File: src/rtl/vgcd_pkg.sv
// ----------------------------------------------------------------------------
// vgcd_pkg
// Shared types and constants of the voxel grid centroid downsampler.
// ----------------------------------------------------------------------------
package vgcd_pkg;
  localparam int MAX_VOXELS = 1024;
  localparam int INDEX_BITS = 16;
  localparam int COUNT_BITS = 24;
  localparam int ADDR_BITS  = $clog2(MAX_VOXELS);
  localparam int TOTAL_BITS = $clog2(MAX_VOXELS + 1);
  localparam int KEY_BITS   = 3 * INDEX_BITS;
  localparam int SUM_BITS   = 32 + COUNT_BITS;
  localparam int QDEPTH     = 2;

  localparam logic [2:0] ST_NEW   = 3'd0;
  localparam logic [2:0] ST_ACC   = 3'd1;
  localparam logic [2:0] ST_RANGE = 3'd2;
  localparam logic [2:0] ST_TFULL = 3'd3;
  localparam logic [2:0] ST_CFULL = 3'd4;
  localparam logic [2:0] ST_CENT  = 3'd5;
  localparam logic [2:0] ST_EMPTY = 3'd6;

  localparam logic [1:0] CFG_OX  = 2'd0;
  localparam logic [1:0] CFG_OY  = 2'd1;
  localparam logic [1:0] CFG_OZ  = 2'd2;
  localparam logic [1:0] CFG_INV = 2'd3;

  // classified item handed from front to back
  typedef struct packed {
    logic                         drain;
    logic                         oor;
    logic [INDEX_BITS-1:0]        ix;
    logic [INDEX_BITS-1:0]        iy;
    logic [INDEX_BITS-1:0]        iz;
    logic signed [31:0]           x;
    logic signed [31:0]           y;
    logic signed [31:0]           z;
  } item_t;
endpackage

File: src/rtl/vgcd_front.sv
// ----------------------------------------------------------------------------
// vgcd_front
// Accepts points, quantizes them to voxel indices over three axes (one axis
// at a time through one multiplier) and pushes classified items into a queue.
// ----------------------------------------------------------------------------
module vgcd_front (
  input  logic                 clk,
  input  logic                 rst_n,
  input  logic                 in_valid,
  output logic                 in_ready,
  input  logic                 in_mode,
  input  logic signed [31:0]   in_px,
  input  logic signed [31:0]   in_py,
  input  logic signed [31:0]   in_pz,
  input  logic signed [31:0]   origin_x,
  input  logic signed [31:0]   origin_y,
  input  logic signed [31:0]   origin_z,
  input  logic [31:0]          inv_cell_size,
  output logic                 q_valid,
  input  logic                 q_ready,
  output vgcd_pkg::item_t      q_item
);
  typedef enum logic [2:0] {S_IDLE, S_MUL, S_WAIT, S_CHK, S_PUSH} state_t;
  state_t state_r;
  logic [1:0] axis_r;
  vgcd_pkg::item_t item_r;
  logic [31:0] diff_r;
  logic [63:0] prod_r;
  logic neg_r;

  logic signed [31:0] coord, orig;
  logic signed [32:0] diff;
  always_comb begin
    case (axis_r)
      2'd0: begin coord = item_r.x; orig = origin_x; end
      2'd1: begin coord = item_r.y; orig = origin_y; end
      default: begin coord = item_r.z; orig = origin_z; end
    endcase
    diff = 33'(coord) - 33'(orig);
  end

  logic [vgcd_pkg::INDEX_BITS-1:0] qidx;
  logic qbad;
  always_comb begin
    qidx = prod_r[32 +: vgcd_pkg::INDEX_BITS];
    qbad = neg_r || (prod_r[63:32] >> vgcd_pkg::INDEX_BITS) != '0;
    if (inv_cell_size == '0) begin
      qidx = '0;
      qbad = 1'b0;
    end
  end

  assign in_ready = (state_r == S_IDLE);
  assign q_valid  = (state_r == S_PUSH);
  assign q_item   = item_r;

  always_ff @(posedge clk) begin
    if (!rst_n) begin
      state_r <= S_IDLE;
      axis_r  <= '0;
    end else begin
      case (state_r)
        S_IDLE: if (in_valid) begin
          item_r.drain <= in_mode;
          item_r.oor   <= 1'b0;
          item_r.ix <= '0; item_r.iy <= '0; item_r.iz <= '0;
          item_r.x <= in_px; item_r.y <= in_py; item_r.z <= in_pz;
          axis_r  <= '0;
          state_r <= in_mode ? S_PUSH : S_MUL;
        end
        S_MUL: begin
          diff_r  <= diff[31:0];
          neg_r   <= diff[32];
          state_r <= S_WAIT;
        end
        // wait while prod_r picks up the new diff_r
        S_WAIT: state_r <= S_CHK;
        S_CHK: begin
          case (axis_r)
            2'd0: item_r.ix <= qidx;
            2'd1: item_r.iy <= qidx;
            default: item_r.iz <= qidx;
          endcase
          if (qbad) item_r.oor <= 1'b1;
          if (axis_r == 2'd2) begin
            state_r <= S_PUSH;
          end else begin
            axis_r  <= axis_r + 2'd1;
            state_r <= S_MUL;
          end
        end
        S_PUSH: if (q_ready) state_r <= S_IDLE;
        default: state_r <= S_IDLE;
      endcase
    end
  end

  // one multiplier: 32 x 32 unsigned, registered
  always_ff @(posedge clk) begin
    prod_r <= 64'(diff_r) * 64'(inv_cell_size);
  end
endmodule

File: config.mk
export PLATFORM = sky130hd
export DESIGN_NAME = vgcd_front
export DESIGN_NICKNAME = d
export VERILOG_FILES = /design/src/rtl/vgcd_pkg.sv /design/src/rtl/vgcd_front.sv
export SDC_FILE = /design/constraint.sdc
export NUM_CORES = 2
export LEC_CHECK = 0
export BUFFER_PORTS_ARGS = -buffer_cell sky130_fd_sc_hd__buf_2
export CAP_MARGIN = 20
export CORE_MARGIN = 1.5
export CORE_UTILIZATION = 50
export DETAILED_ROUTE_END_ITERATION = 16
export PLACE_DENSITY = 0.69
export SLEW_MARGIN = 0
export SYNTH_ARGS = -nofsm -noshare
export SYNTH_HDL_FRONTEND = slang
export SYNTH_SLANG_ARGS = --single-unit
File: constraint.sdc
create_clock -name clk -period 16.9 [get_ports clk]
set_input_delay 1.69 -clock clk [delete_from_list [all_inputs] [get_ports clk]]
set_output_delay 1.69 -clock clk [all_outputs]
set_load 0.1 [all_outputs]
Yosys cells after proc, flatten, opt, wreduce, memory -nomap -nowiden
Cells that the tools add are included.
- bits in registers: 248
- latch bits: 0
- memory bits (writable): 0
- bits in read-only memories: 0
- input bits: 229
- output and inout port bits: 148
- logic and storage cells: 62
- memories kept: 0
- $add $sub $neg: 2
- $mul: 1
- divide/modulo/power cells: 0
- magnitude comparators: 0
- equal/unequal tests: 13
- shifts and indexed selects: 0
- multiplexer cells: 18
- bitwise operators: 0
- reduce and logical (&&, ||, !) cells: 15
- operators by type and width (cell ; count):
    145-bit two-way mux ; 1
    32-bit one-hot mux with 2 select lines ; 2
    49-bit one-hot mux with 2 select lines ; 1
    32-bit by 32-bit multiplier with 64-bit output ; 1
    16-bit two-way mux ; 4
    32-bit by 32-bit subtractor with 33-bit output ; 1
    32-bit zero test ; 1
    32-bit nonzero test ; 1
    4-bit AND reduction ; 4
    3-bit one-hot mux with 5 select lines ; 1
    3-bit two-way mux ; 4
    2-bit != test (second input constant) ; 4
    3-bit by 2-bit equality test with 1-bit output (second input constant) ; 2
    2-bit by 1-bit != test with 1-bit output (second input constant) ; 3
    3-bit AND reduction ; 2
    2-bit two-way mux ; 2
    2-bit one-hot mux with 2 select lines ; 1
    2-bit AND reduction ; 2
    3-bit by 1-bit equality test with 1-bit output (second input constant) ; 1
    3-bit equality test (second input constant) ; 1
    3-bit zero test ; 1
    2-bit by 1-bit adder with 2-bit output (second input constant) ; 1
    2-bit by 1-bit equality test with 1-bit output (second input constant) ; 1
    2-bit equality test (second input constant) ; 1
    5 further kinds ; 6

Longest topological paths before layout
- depth in word-level cells: 5
- gate-level depth with buffers: 28
- depth with buffers taken out: 27

Least setup slack after synthesis
Ideal clock, no wire load.
- path kind: in2reg
- start point: input inv_cell_size[8]
- end point: register prod_r[62]
- arrival: 8135 ps
- data required time: 16828 ps
- slack: 8694 ps
- cell stages on the path: 24
- cells stage by stage: clkbuf_1 -> and2_1 -> fa_1 -> fa_1 -> inv_1 -> fa_1 -> inv_1 -> fa_1 -> inv_1 -> fa_1 -> fa_1 -> fa_1 -> fa_1 -> inv_1 -> ha_1 -> and3_1 -> and2_4 -> nand3_2 -> or4_1 -> o22a_2 -> a211oi_2 -> o21ai_1 -> a21oi_2 -> xor2_1
- cells in the longest elaborated chain, start to end: 1
- ends and longest elaborated chain (item ; RTL line ; text):
    start, declared ; vgcd_front.sv:18 ; input logic [31:0] inv_cell_size,
    32-bit by 32-bit multiplier with 64-bit output ; vgcd_front.sv:100 ; prod_r <= 64'(diff_r) * 64'(inv_cell_size);
    end signal, assigned ; vgcd_front.sv:100 ;
    end, declared ; vgcd_front.sv:28 ; logic [63:0] prod_r;
No other way between the ends.
A chain may end at the register's enable or synchronous reset.

Worst setup path after layout
- start point: input inv_cell_size[20]
- end point: register prod_r[60]
Same word-level chain as after synthesis.

==> run_results.csv <==
group,metric,value,unit
outcome,status,"finished clean",
yosys,synth_area_per_cell,9.75,um2
floorplanning,coreArea,82500,um2
sta,fmax,114,MHz
min_path,hp-class,"reg2reg",
layout,ff_latch_area,6120,um2
floorplanning,die_h,292,um
layout,syn2layout_area_growth,8.22,%
yosys,synth_ff_type,"edfxtp_1",
sta,period_needed,8.79,ns
placed_design,dp_hpwl,89200,um
yosys,ys.warnings.count,0,
yosys,netlist_instances,4291,
sta,setup-violations-final,0,
floorplanning,rows,105,
job,cap_viol_max_count,0,
clock_tree,cts_root_buf,"clkbuf_16",
critical_path,crit_path_end_kind,"register",
grt,use_met3,0.0586,
clock_tree,cts_hold_buf,0,
layout,multi_input_area,31600,um2
drt,ant_nets,0,
yosys,syn_area,41800,um2
clock_tree,numClockSinks,216,
grt,grt.busiest_layer,"met2",
drt,wl_per_cell,22.0,um
layout,nNetsFinal,5929,
yosys,ys_seq_area_frac,0.146,
grt,grt_antenna_before_repair,10,
sta,hold_viol_final,0,
grt,grt_pass1_vias,34100,
critical_path,worst_setup_path_start_kind,"primary input",
clock_tree,post_cts_resized,0,
drt,postRouteWirelength,123000,um
yosys,synth_top_area_frac,0.429,
grt,grt_remaining_overflow,0,
yosys,synth_edf_count,179,
floorplanning,die_x,292,um
clock_tree,cts.path.max_buffers,3,
grt,track_usage,0.298,
grt,grt_max_degree,80,
drt,routed_via_density,5.56,
layout,final_area,45300,um2
sta,worst_pin_slew,1.12,ns
grt,grt_pass1_wl,194000,um
placed_design,dp_worst_setup_slack,7.68,ns
critical_path,arrival,9.26,ns
placed_design,dpl_cell_area,44500,um2
sta,grt_setup_unrepaired,"false",
critical_path,crit_type,"in2reg",
critical_path,cp_max_fo,33,
clock_tree,cts_inserted_buffers,23,
yosys,yosysTopAreaCell,"fa_1",
drt,dr.pass1.iters,5,
clock_tree,cts_tree,"done",
yosys,async_flop_share,0,
placed_design,placement.io_buffers,376,
sta,maxSlewViolCount,0,
grt,gr-usage-met2,0.511,
drt,drc,0,
floorplanning,ios,377,
drt,drtIter0Drc,1851,
clock_tree,postCtsSetupBuffers,0,
yosys,syn_nets,5711,
critical_path,cp.required,17.37,ns
yosys,yosysUniqueCellTypes,79,
floorplanning,dieArea,85400,um2
layout,layout-drive-gt1-share,0.106,
sta,layout_setup_ws,8.11,ns
sta,fin_skew,0.0121,ns
drt,vias,31200,
sta,tns,0,ns
floorplanning,start_util,0.507,
clock_tree,clkLatencyLatePin,0.53,ns
clock_tree,htreeDepth,1,
sta,finalCritPeriodShare,0.520,
sta,slew_headroom,0.251,
placed_design,gp_congestion,0.928,
yosys,yosys_register_bits,216,
layout,fillers,7313,
grt,grt_util_met1,0.360,
clock_tree,clk_pin_slew,0.07,ns
yosys,synthTopCellsByArea,"fa_1, edfxtp_1, and2_1, ha_1, inv_1",
## layout by cell type (no fill, tap or decap), drive strengths merged, types with 27 or more instances in the layout
| cell | count |
|---|---|
| o21ai | 42 |
| and2 | 605 |
| a22oi | 34 |
| nand2 | 573 |
| dfxtp | 37 |
| a21oi | 119 |
| edfxtp | 179 |
| fa | 896 |
| buf | 422 |
| a22o | 32 |
| inv | 879 |
| a21o | 48 |
| ha | 295 |
| nand3 | 27 |
| xnor2 | 45 |
| clkbuf | 30 |
| nor2 | 45 |
## registers in the layout, indices dropped and copies added, names as in the netlist
name,cells
neg_r,1
q_item,146
prod_r,32
axis_r,2
diff_r,32
state_r,3
## metal layers
metal,vias up,wire (um)
met1,15800,45000
met4,2,6850
met3,376,10500
li1,13400,-
met5,-,17
met2,1530,60900
## kinds of logic (layout without fill, tap and decap cells)
| family | Yosys count | after routing | synth area share |
|---|---|---|---|
| other | 0 | 9 | 0 |
| buffers and inverters | 1107 | 1341 | 0.100 |
| flip-flops | 216 | 216 | 0.146 |
| adder cells (fa/ha/maj) | 1191 | 1191 | 0.517 |
| AO/OA/AOI/OAI | 370 | 370 | 0.0594 |
| multiplexers | 1 | 1 | 0.000239 |
| XOR/XNOR | 64 | 64 | 0.0134 |
| AND/OR/NAND/NOR | 1342 | 1342 | 0.164 |
## synth_stat cells (34+ instances only)
cell type,count
ha_1,295
edfxtp_1,179
inv_1,878
a21oi_1,117
and2_1,602
o21ai_0,37
clkbuf_1,222
nor2_1,45
fa_1,896
a22oi_1,34
xnor2_1,45
a21o_1,43
nand2_1,573
dfxtp_1,37
## worst max-delay path: stages
cell and delay [ns]:
buf_2 0.79, nand2_1 0.19, fa_1 0.60, fa_1 0.45, fa_1 0.50, fa_1 0.59
fa_1 0.46, fa_1 0.52, fa_1 0.44, fa_1 0.49, inv_1 0.04, ha_1 0.39
a21oi_1 0.32, o21ai_0 0.24, nand4_1 0.16, nand3_1 0.11, o311a_1 0.34, a211o_1 0.33
a31oi_2 0.27, a311o_1 0.23, xnor2_1 0.11
## cell type report
type                       count  area share
tap                         1070      0.0296
sequential                   216       0.135
antenna                        9    0.000498
clock inverter                11     0.00174
timing repair buffer         422      0.0492
multi-input combinational   2968       0.697
clock buffer                  30      0.0140
inverter                     878      0.0728
## worst paths after layout
check	from	cells after the start	slack [ns]	end
hold / removal	prod_r[32]	1	0.56	q_item[96]
hold reg to reg	prod_r[32]	1	0.56	q_item[96]
setup reg to reg	diff_r[24]	25	9.12	prod_r[60]
setup / recovery	inv_cell_size[20]	21	8.11	prod_r[60]
## metrics by stage
| stage | util | cells | hold slack (ns) |
|---|---|---|---|
| after global routing | 0.549 | 5602 | 0.583 |
| after floorplan | - | 4291 | 0.480 |
| after detailed placement | 0.540 | 5554 | 0.544 |
| after global placement | 0.540 | 5554 | 0.537 |
| final | 0.549 | 5604 | 0.560 |
| after CTS | 0.548 | 5595 | 0.561 |
Power is not shown: default switching activity piles up to over one toggle a cycle in this logic, so the estimate is an artifact.
