## src/rtl/vgcd_pkg.sv

```systemverilog
// ----------------------------------------------------------------------------
// vgcd_pkg
// Shared types and constants of the voxel grid centroid downsampler.
// ----------------------------------------------------------------------------
package vgcd_pkg;
  localparam int MAX_VOXELS = 1024;
  localparam int INDEX_BITS = 16;
  localparam int COUNT_BITS = 24;
  localparam int ADDR_BITS  = $clog2(MAX_VOXELS);
  localparam int TOTAL_BITS = $clog2(MAX_VOXELS + 1);
  localparam int KEY_BITS   = 3 * INDEX_BITS;
  localparam int SUM_BITS   = 32 + COUNT_BITS;
  localparam int QDEPTH     = 2;

  localparam logic [2:0] ST_NEW   = 3'd0;
  localparam logic [2:0] ST_ACC   = 3'd1;
  localparam logic [2:0] ST_RANGE = 3'd2;
  localparam logic [2:0] ST_TFULL = 3'd3;
  localparam logic [2:0] ST_CFULL = 3'd4;
  localparam logic [2:0] ST_CENT  = 3'd5;
  localparam logic [2:0] ST_EMPTY = 3'd6;

  localparam logic [1:0] CFG_OX  = 2'd0;
  localparam logic [1:0] CFG_OY  = 2'd1;
  localparam logic [1:0] CFG_OZ  = 2'd2;
  localparam logic [1:0] CFG_INV = 2'd3;

  // classified item handed from front to back
  typedef struct packed {
    logic                         drain;
    logic                         oor;
    logic [INDEX_BITS-1:0]        ix;
    logic [INDEX_BITS-1:0]        iy;
    logic [INDEX_BITS-1:0]        iz;
    logic signed [31:0]           x;
    logic signed [31:0]           y;
    logic signed [31:0]           z;
  } item_t;
endpackage

```

## src/rtl/vgcd_queue.sv

```systemverilog
// ----------------------------------------------------------------------------
// vgcd_queue
// Short FIFO of classified items between the front and back parts.
// ----------------------------------------------------------------------------
module vgcd_queue (
  input  logic            clk,
  input  logic            rst_n,
  input  logic            wr_valid,
  output logic            wr_ready,
  input  vgcd_pkg::item_t wr_item,
  output logic            rd_valid,
  input  logic            rd_ready,
  output vgcd_pkg::item_t rd_item
);
  vgcd_pkg::item_t mem_r [vgcd_pkg::QDEPTH];
  logic wp_r, rp_r;
  logic [1:0] cnt_r;
  logic wr, rd;
  assign wr_ready = cnt_r != 2'(vgcd_pkg::QDEPTH);
  assign rd_valid = cnt_r != 2'd0;
  assign rd_item  = mem_r[rp_r];
  assign wr = wr_valid && wr_ready;
  assign rd = rd_valid && rd_ready;
  always_ff @(posedge clk) begin
    if (!rst_n) begin
      wp_r <= 1'b0; rp_r <= 1'b0; cnt_r <= '0;
    end else begin
      if (wr) begin
        mem_r[wp_r] <= wr_item;
        wp_r <= ~wp_r;
      end
      if (rd) rp_r <= ~rp_r;
      cnt_r <= cnt_r + 2'(wr) - 2'(rd);
    end
  end
endmodule

```

## config.mk

```make
export PLATFORM = sky130hd
export DESIGN_NAME = vgcd_queue
export DESIGN_NICKNAME = d
export VERILOG_FILES = /design/src/rtl/vgcd_pkg.sv /design/src/rtl/vgcd_queue.sv
export SDC_FILE = /design/constraint.sdc
export NUM_CORES = 1
export LEC_CHECK = 0
export BUFFER_PORTS_ARGS = -buffer_cell sky130_fd_sc_hd__buf_2
export CAP_MARGIN = 25
export CELL_PAD_IN_SITES_DETAIL_PLACEMENT = 1
export CELL_PAD_IN_SITES_GLOBAL_PLACEMENT = 2
export CORE_MARGIN = 5
export CORE_UTILIZATION = 34
export DETAILED_ROUTE_END_ITERATION = 6
export GPL_TIMING_DRIVEN = 1
export PLACE_DENSITY = 0.76
export REMOVE_ABC_BUFFERS = 1
export SLEW_MARGIN = 20
export SYNTH_ARGS = -nofsm -noshare
export SYNTH_HDL_FRONTEND = slang
export SYNTH_SLANG_ARGS = --single-unit
```

## constraint.sdc

```tcl
create_clock -name clk -period 7.6 [get_ports clk]
set_input_delay 0.38 -clock clk [delete_from_list [all_inputs] [get_ports clk]]
set_output_delay 0.38 -clock clk [all_outputs]
set_load 0.03 [all_outputs]
```

# ---- After elaboration in Yosys (flattened, before gate mapping)
# Memories as Yosys holds them, arrays and structs flattened. A register that Yosys moved wholly into a read port is not among the register bits.
# Cells that the tools add are included.
dict set report classes {
  bitwise 2
  mux 5
  eq_ne 1
  add_sub_neg 2
  reduce_logical 3
}
# operator count
set ops {}
lappend ops {{2-to-1 mux 1 bit} 5}
lappend ops {{adder 2 x 1 -> 2 bit} 1}
lappend ops {{logical AND 1 bit} 2}
lappend ops {{inequality test 2 bit, second input constant} 1}
lappend ops {{NOT 1 bit} 2}
lappend ops {{nonzero test 2 bit} 1}
lappend ops {{subtractor 2 x 1 -> 2 bit} 1}
dict set report word_totals {
  n_memories 1
  ram_bits 292
  output_inout_bits 148
  in_bits 150
  word_cells 17
  reg_bits 4
}
# memory depth width read_ports rd_ports_with_merged_regs wr line
set mem_list {}
lappend mem_list {mem_r 2 146 1 1 1 vgcd_queue.sv:15} ;# vgcd_pkg::item_t mem_r [vgcd_pkg::QDEPTH];

# ---- Longest topological paths before layout
# Gate-level depths: netlist of run 1.
dict set report logic_depth {
  depth_word 5
  mapped_depth 9
  ltp_nobuf 9
}

# ---- Least setup slack after synthesis of run 1
# OpenSTA, ideal clock, no wires.
dict set report synth_path {
  path_type {register to register}
  from {register cnt_r[0]}
  to {memory mem_r[0][0] in the netlist's numbering, enable pin}
  setup_slack_ns 0.063
  required_time_ns 6.946
  stages_incl_launch_ff 4
  period_less_slack_ns 7.537
  setup_time_ns 0.654
  path_buffers 0
  arrival_time_ns 6.884
  path_cell_list {dfxtp_1 -> nand2b_1 -> nand3_1 -> nor2_1}
}
dict set report synth_via {
  elab_chain_len 5
}
# item line
set synth_lines {}
lappend synth_lines {{start: declaration} vgcd_queue.sv:17} ;# logic [1:0] cnt_r;
lappend synth_lines {{start signal: assignment} vgcd_queue.sv:33} ;# cnt_r <= cnt_r + 2'(wr) - 2'(rd);
lappend synth_lines {{inequality test 2 bit} vgcd_queue.sv:19} ;# assign wr_ready = cnt_r != 2'(vgcd_pkg::QDEPTH);
lappend synth_lines {{via wr_ready} vgcd_queue.sv:9} ;# output logic wr_ready,
lappend synth_lines {{logical AND 1 bit} vgcd_queue.sv:22} ;# assign wr = wr_valid && wr_ready;
lappend synth_lines {{2-to-1 mux 1 bit} vgcd_queue.sv:28} ;# if (wr) begin
lappend synth_lines {{2-to-1 mux 1 bit} vgcd_queue.sv:25} ;# if (!rst_n) begin
lappend synth_lines {{2-to-1 mux 1 bit (not written as such)} vgcd_queue.sv:29} ;# mem_r[wp_r] <= wr_item;
lappend synth_lines {{end: declaration} vgcd_queue.sv:15}
# The timed path passes the listed nets, and every way through them passes these cells.

==> results of run 1 <==
-- power by group through the flow --
stage               clock network, mW  registers (mW)  logic, mW
CTS                              1.66            2.03       1.12
finish                           1.59            1.99       1.15
detailed placement                  0            2.07       1.11
global placement                    0            2.06       1.10
floorplan                           0            2.09      0.774
global route                     1.73            2.00       1.23
-- state kept, by name, summed over array words and instances, names as in the netlist, named ones only --
| signal | cells |
|---|---|
| cnt_r | 2 |
| rp_r | 1 |
| wp_r | 1 |
| mem_r | 292 |
-- worst max-delay path: stages (launching register included) --
cell	delay, ns
dfxtp_4	0.57
buf_4	0.39
buf_16	0.30
mux2_2	0.38
buf_2	0.18
-- final cells by class --
| cell class | count | share of cell area |
|---|---|---|
| Clock inverter | 18 | 0.01140 |
| Antenna cell | 5 | 0.0008975 |
| Inverter | 2 | 0.0005385 |
| Timing Repair Buffer | 306 | 0.1187 |
| Tap cell | 402 | 0.03608 |
| Multi-Input combinational cell | 164 | 0.1280 |
| Clock buffer | 43 | 0.06803 |
| Sequential cell | 297 | 0.6364 |
-- cells by family (layout without fill, tap and decap cells) --
| family | after synthesis | count (layout) |
|---|---|---|
| and+or+nand+nor | 11 | 11 |
| other | 0 | 5 |
| adders and majority gates | 2 | 2 |
| AOI/OAI and AO/OA | 2 | 2 |
| buffers and inverters | 18 | 369 |
| xor gates and xnor gates | 3 | 3 |
| muxes | 146 | 146 |
| DFF | 297 | 297 |
-- per-stage QoR --
| step | hold WS (ns) | power [mW] | std cells | utilization | instance area (um2) |
|---|---|---|---|---|---|
| floorplan | 0.4675 | 2.864 | 463 | - | 10650 |
| global placement | 0.5225 | 3.164 | 1166 | 0.4019 | 12680 |
| detailed placement | 0.5319 | 3.180 | 1167 | 0.4028 | 12710 |
| CTS | 0.04051 | 4.809 | 1228 | 0.4379 | 13820 |
| global route | 0.04540 | 4.956 | 1235 | 0.4416 | 13940 |
| finish | 0.07146 | 4.738 | 1237 | 0.4418 | 13940 |
-- per-layer routing --
metal  up-vias  GRT usage  wire length, um
li1       2581          -                -
met1      2795     0.1530             9359
met2       209     0.2208            12170
met3        50    0.05243             2008
met4         8    0.04260              579
met5         -          0               49
-- cells in the final DEF, fill, tap and decap left out, types with 2 or more instances in the layout --
| cell | count |
|---|---|
| clkinv_1 | 10 |
| diode_2 | 5 |
| and2_1 | 3 |
| clkinv_2 | 3 |
| ha_1 | 2 |
| buf_2 | 297 |
| clkbuf_16 | 37 |
| xnor2_1 | 3 |
| buf_4 | 4 |
| clkbuf_1 | 6 |
| nor2b_1 | 2 |
| buf_16 | 5 |
| bufinv_16 | 3 |
| dfxtp_1 | 4 |
| edfxtp_1 | 292 |
| mux2_2 | 146 |
| inv_1 | 2 |
-- worst min path at each step --
| stage | slack [ns] | depth (start not counted) | endpoint |
|---|---|---|---|
| 6_report | 0.07 | 1 | mem_r[0][121]$_DFFE_PP_ |
| 3_3_place_gp | 0.52 | 2 | wp_r$_SDFFE_PN0P_ |
| 2_1_floorplan | 0.47 | 1 | wp_r$_SDFFE_PN0P_ |
| 4_1_cts | 0.04 | 1 | mem_r[0][21]$_DFFE_PP_ |
| 3_5_place_dp | 0.53 | 2 | flip-flop |
| 5_1_grt | 0.05 | 1 | mem_r[1][32]$_DFFE_PP_ |
==> flow_summary.toml, run 1 <==
[status]
status = "complete, no violations"

[yosys]
synth_compound_area_frac = 0.001268
synth.area.mux_share = 0.1515
synthFlopType = "edfxtp_1"
yosys-top-cells-area = "edfxtp_1, mux2_2, clkbuf_8, dfxtp_1, buf_6"
ys_types = 18
synth_xor_area_frac = 0.002421
synth_top_area_cell = "edfxtp_1"
yosysMostFrequentCell = "edfxtp_1"
avgSynthCellArea_um2 = 22.66
synth_top_family_by_area = "multiplexers"
seq_area_frac_synth = 0.8172
synth-edff-count = 292
yosysWarnings = 0
synth_top_area_frac = 0.8079
yosys_register_bits = 297
synth_common_cells = "edfxtp_1, mux2_2, clkbuf_8"
synthCells = 479
synth_fa_ha_area_frac = 0.002306
yosys.area_share.simple = 0.005764
syn_area_um2 = 10850
async_flop_share = 0

[routing]
ant_nets = 0
drtIter0Drc = 182
dr.pass1.iters = 4
vias_per_cell = 4.562
routedWlPerCell_um = 19.54
finalWirelength_mm = 24.17
drc = 0
vias = 5643

[sta]
finalCritPeriodShare = 0.3651
slew_viol_final = 0
fin_crit_ns = 2.775
setup_tns_ns = 0
fin_ws_ns = 4.825
timing.fmax_ghz = 0.3604
fin_worst_skew_ns = 0.009537
maxSlewHeadroom = 0.3271
rsz0062_at_grt = "false"
worst_slew_pin_slew_ns = 1.009
setup_viol = 0
finalHoldViolations = 0

[setup_path]
r2r_start = "cnt_r[0]$_SDFF_PN0_"
r2r_slack_ns = 5.38
worstSetupEndpointType = "output port"
rr_endpoint = "mem_r[1][55]$_DFFE_PP_"
worst-r2r-cell-count = 5
crit_type = "reg2out"
crit_end = "rd_item[90]"
required_ns = 7.22
crit_fanout = 55
critPathArrivalTime_ns = 2.39
cp-start-kind = "flip-flop"

[die]
pin_count = 298
start_util = 0.3439
die_area_um2 = 35590
die_h_um = 188.7
die_x_um = 188.7
coreArea_um2 = 31560
fp-row-count = 65

[finish]
drive_gt1_frac = 0.6036
syn_to_final_growth_pct = 28.45
fillers = 3094
nNetsFinal = 957
multi_input_area_um2 = 1784
regArea_um2 = 8872

[power]
ir_drop_mv = 0.2113
internal_power_mw = 3.343
p_clk_frac = 0.336
p_sw_frac = 0.2944
pwr-share-seq = 0.420
cellPowerDensity_nw_per_um2 = 339.8
power_frac_comb = 0.244
power_leakage_nw = 5.096
netSwitchingPower_mw = 1.395

[grt]
grt_max_degree = 76
antenna_found_initial = 10
track_usage = 0.1307
grt_pass1_vias = 6293
grt_overflow_total = 0
grt_pass1_wl_mm = 36.43

[clock_network]
cts_made_buffers = 34
htreeDepth = 2
postCtsSetupBuffers = 0
cts-resized-gates = 0
cts_hold_buf = 0
cts.path.max_buffers = 3
clockRootBuffer = "clkbuf_16"
clk_latency_ns = 0.49
clk_pin_slew_ns = 0.06
cts_tree = "built"
cts.sinks = 297

[placed_design]
dp_hpwl_mm = 16.18
pre_cts_ws_ns = 4.505
port_buffers = 297
gp_congestion = 0.7079

[run]
cap_violations = 0

[min_path]
min_from = "wr_item[121]"
hold_class = "in2reg"
(Power assumes the default switching activity.)
==> run 2: changes to the inputs <==
--- a/config.mk
+++ b/config.mk
@@ -10,10 +10,10 @@
 export CELL_PAD_IN_SITES_DETAIL_PLACEMENT = 1
 export CELL_PAD_IN_SITES_GLOBAL_PLACEMENT = 2
 export CORE_MARGIN = 5
-export CORE_UTILIZATION = 34
+export CORE_UTILIZATION = 38
 export DETAILED_ROUTE_END_ITERATION = 6
 export GPL_TIMING_DRIVEN = 1
-export PLACE_DENSITY = 0.76
+export PLACE_DENSITY = 0.8
 export REMOVE_ABC_BUFFERS = 1
 export SLEW_MARGIN = 20
 export SYNTH_ARGS = -nofsm -noshare
==> constraint.sdc (replaced) <==
create_clock -name clk -period 2.9 [get_ports clk]
set_input_delay 0.145 -clock clk [delete_from_list [all_inputs] [get_ports clk]]
set_output_delay 0.145 -clock clk [all_outputs]
set_load 0.03 [all_outputs]
==> flow_summary.toml, run 2 (synthesized netlist as in run 1, its figures left out) <==
[finish]
drive_gt1_frac = 0.5088
top_register = "mem_r"
nNetsFinal = 1101
fillers = 2609
most-common-layout-cells = "buf_2, edfxtp_1, dlygate4sd3_1, mux2_2, clkbuf_16"
top_regs = "mem_r x292, cnt_r x2"
layout_commonest_cell = "buf_2"
syn_to_final_growth_pct = 40.39
largest_reg_flops = 292
final_area_um2 = 15240

[min_path]
hold_class = "in2reg"
min_from = "wr_valid"

[setup_path]
path_cells = "buf_12, mux2_2, buf_2"
cp-start-kind = "flip-flop"
required_ns = 2.76
crit_family = "buffers and inverters"
worstSetupEndpointType = "output port"
crit_type = "reg2out"
r2r_start = "cnt_r[0]$_SDFF_PN0_"
critPathArrivalTime_ns = 1.89
path_buf_inv = 2
crit_slowest_cell = "mux2_2"
crit_fanout = 81
critPathMaxStageDelay_ns = 0.40

[die]
pin_count = 298
die_area_um2 = 32040
coreArea_um2 = 28010
fp-row-count = 61
start_util = 0.3875
die_h_um = 179.0
die_x_um = 179.0

[power]
power_leakage_nw = 5.639
ir_drop_mv = 0.5825
power_frac_comb = 0.261
internal_power_mw = 8.668
p_sw_frac = 0.2973
pwr-share-seq = 0.420
netSwitchingPower_mw = 3.668
p_clk_frac = 0.319
cellPowerDensity_nw_per_um2 = 809.6

[clock_network]
postCtsSetupBuffers = 0
clk_pin_slew_ns = 0.06
clockRootBuffer = "clkbuf_16"
clk_latency_ns = 0.49
cts.path.max_buffers = 3
cts_tree = "built"
htreeDepth = 2
cts.sinks = 297
cts_made_buffers = 34

[routing]
highest_layer = "met4"
met3WireLength_mm = 2.086
wl_met2_mm = 13.55
ant_nets = 0
vias = 6159
drtIter0Drc = 282
routedWlPerCell_um = 18.89
m1WireLength_mm = 9.238
finalWirelength_mm = 25.46
dr.pass1.iters = 4
vias_per_cell = 4.569
drc = 0

[sta]
timing.fmax_ghz = 0.4914
setup_viol = 0
fin_hold_ws_ns = 0.03560
finalHoldViolations = 0
rsz0062_at_grt = "false"
slew_viol_final = 0
worst_slew_pin_slew_ns = 0.5327
fin_crit_ns = 2.035
fin_worst_skew_ns = 0.01286
fin_ws_ns = 0.8649
setup_tns_ns = 0
finalCritPeriodShare = 0.7018
maxSlewHeadroom = 0.6449

[grt]
antenna_found_initial = 1
grt_max_degree = 83
grt_pass1_vias = 6927
grt_overflow_total = 0
grt_pass1_wl_mm = 37.96
track_usage = 0.1529

[placed_design]
port_buffers = 297
placed_area_um2 = 12740
gp_congestion = 0.6848
dp_hpwl_mm = 15.91
pre_cts_ws_ns = 0.9338

[run]
cap_violations = 0

[status]
status = "complete, no violations"
run 2: cell count changes in the layout (fill, tap and decap cells not counted), moves of 4 or more:
| cell | before | now |
|---|---|---|
| buf_16 | 5 | 0 |
| buf_4 | 4 | 0 |
| buf_12 | 0 | 6 |
| dlygate4sd3_1 | 0 | 147 |
| diode_2 | 5 | 1 |
run 2: repair_timing:
action	CTS	global route
endpoints found under the hold margin	297	0
hold buffers	147	0
resized for setup	0	0
run 2: worst register-to-register path, delay by kind of cell (launching register included):
kind                   cells  cell delay [ns]
DFF                        1             0.36
buffers and inverters      1             0.39
and+or+nand+nor            3             0.79
run 2: routing by layer:
metal  track usage  vias to the layer above
met5             0                        -
met4       0.04061                        0
met3       0.04450                       44
met2        0.2796                      217
met1        0.1746                     3046
li1              -                     2852
run 2: path summary, 6_finish.rpt:
kind                                               end  slack (ns)  cells past startpoint
worst min-delay path                 wp_r$_SDFFE_PN0P_        0.04                      3
worst max register to register  mem_r[0][17]$_DFFE_PP_        0.91                      4
worst max-delay path                       rd_item[55]        0.86                      3
worst min register to register       wp_r$_SDFFE_PN0P_        0.54                      2
run 2: power groups by stage:
stage	clock network [mW]	registers (mW)	logic, mW
floorplan	0	5.48	2.03
global placement	0	5.24	3.08
detailed placement	0	5.27	3.09
CTS	4.08	5.18	3.27
global route	4.27	5.20	3.42
finish	3.93	5.18	3.22
run 2: metrics by stage:
step / instances / total power, mW / utilization
after floorplan: 463 / 7.506 / -
after global placement: 1144 / 8.320 / 0.4550
after detailed placement: 1144 / 8.356 / 0.4550
after CTS: 1347 / 12.52 / 0.5438
after global routing: 1348 / 12.89 / 0.5439
final: 1348 / 12.34 / 0.5439
run 2: cell type report:
type,instances,area (um2),share of cell area
multi-input cells,164,1784,0.1171
clock inverters,13,112.6,0.007391
clock buffers,43,905.9,0.05946
well taps,378,473.0,0.03104
diodes,1,2.502,0.0001642
repair buffers,450,3078,0.2020
flip-flops and latches,297,8872,0.5823
inverters,2,7.507,0.0004927
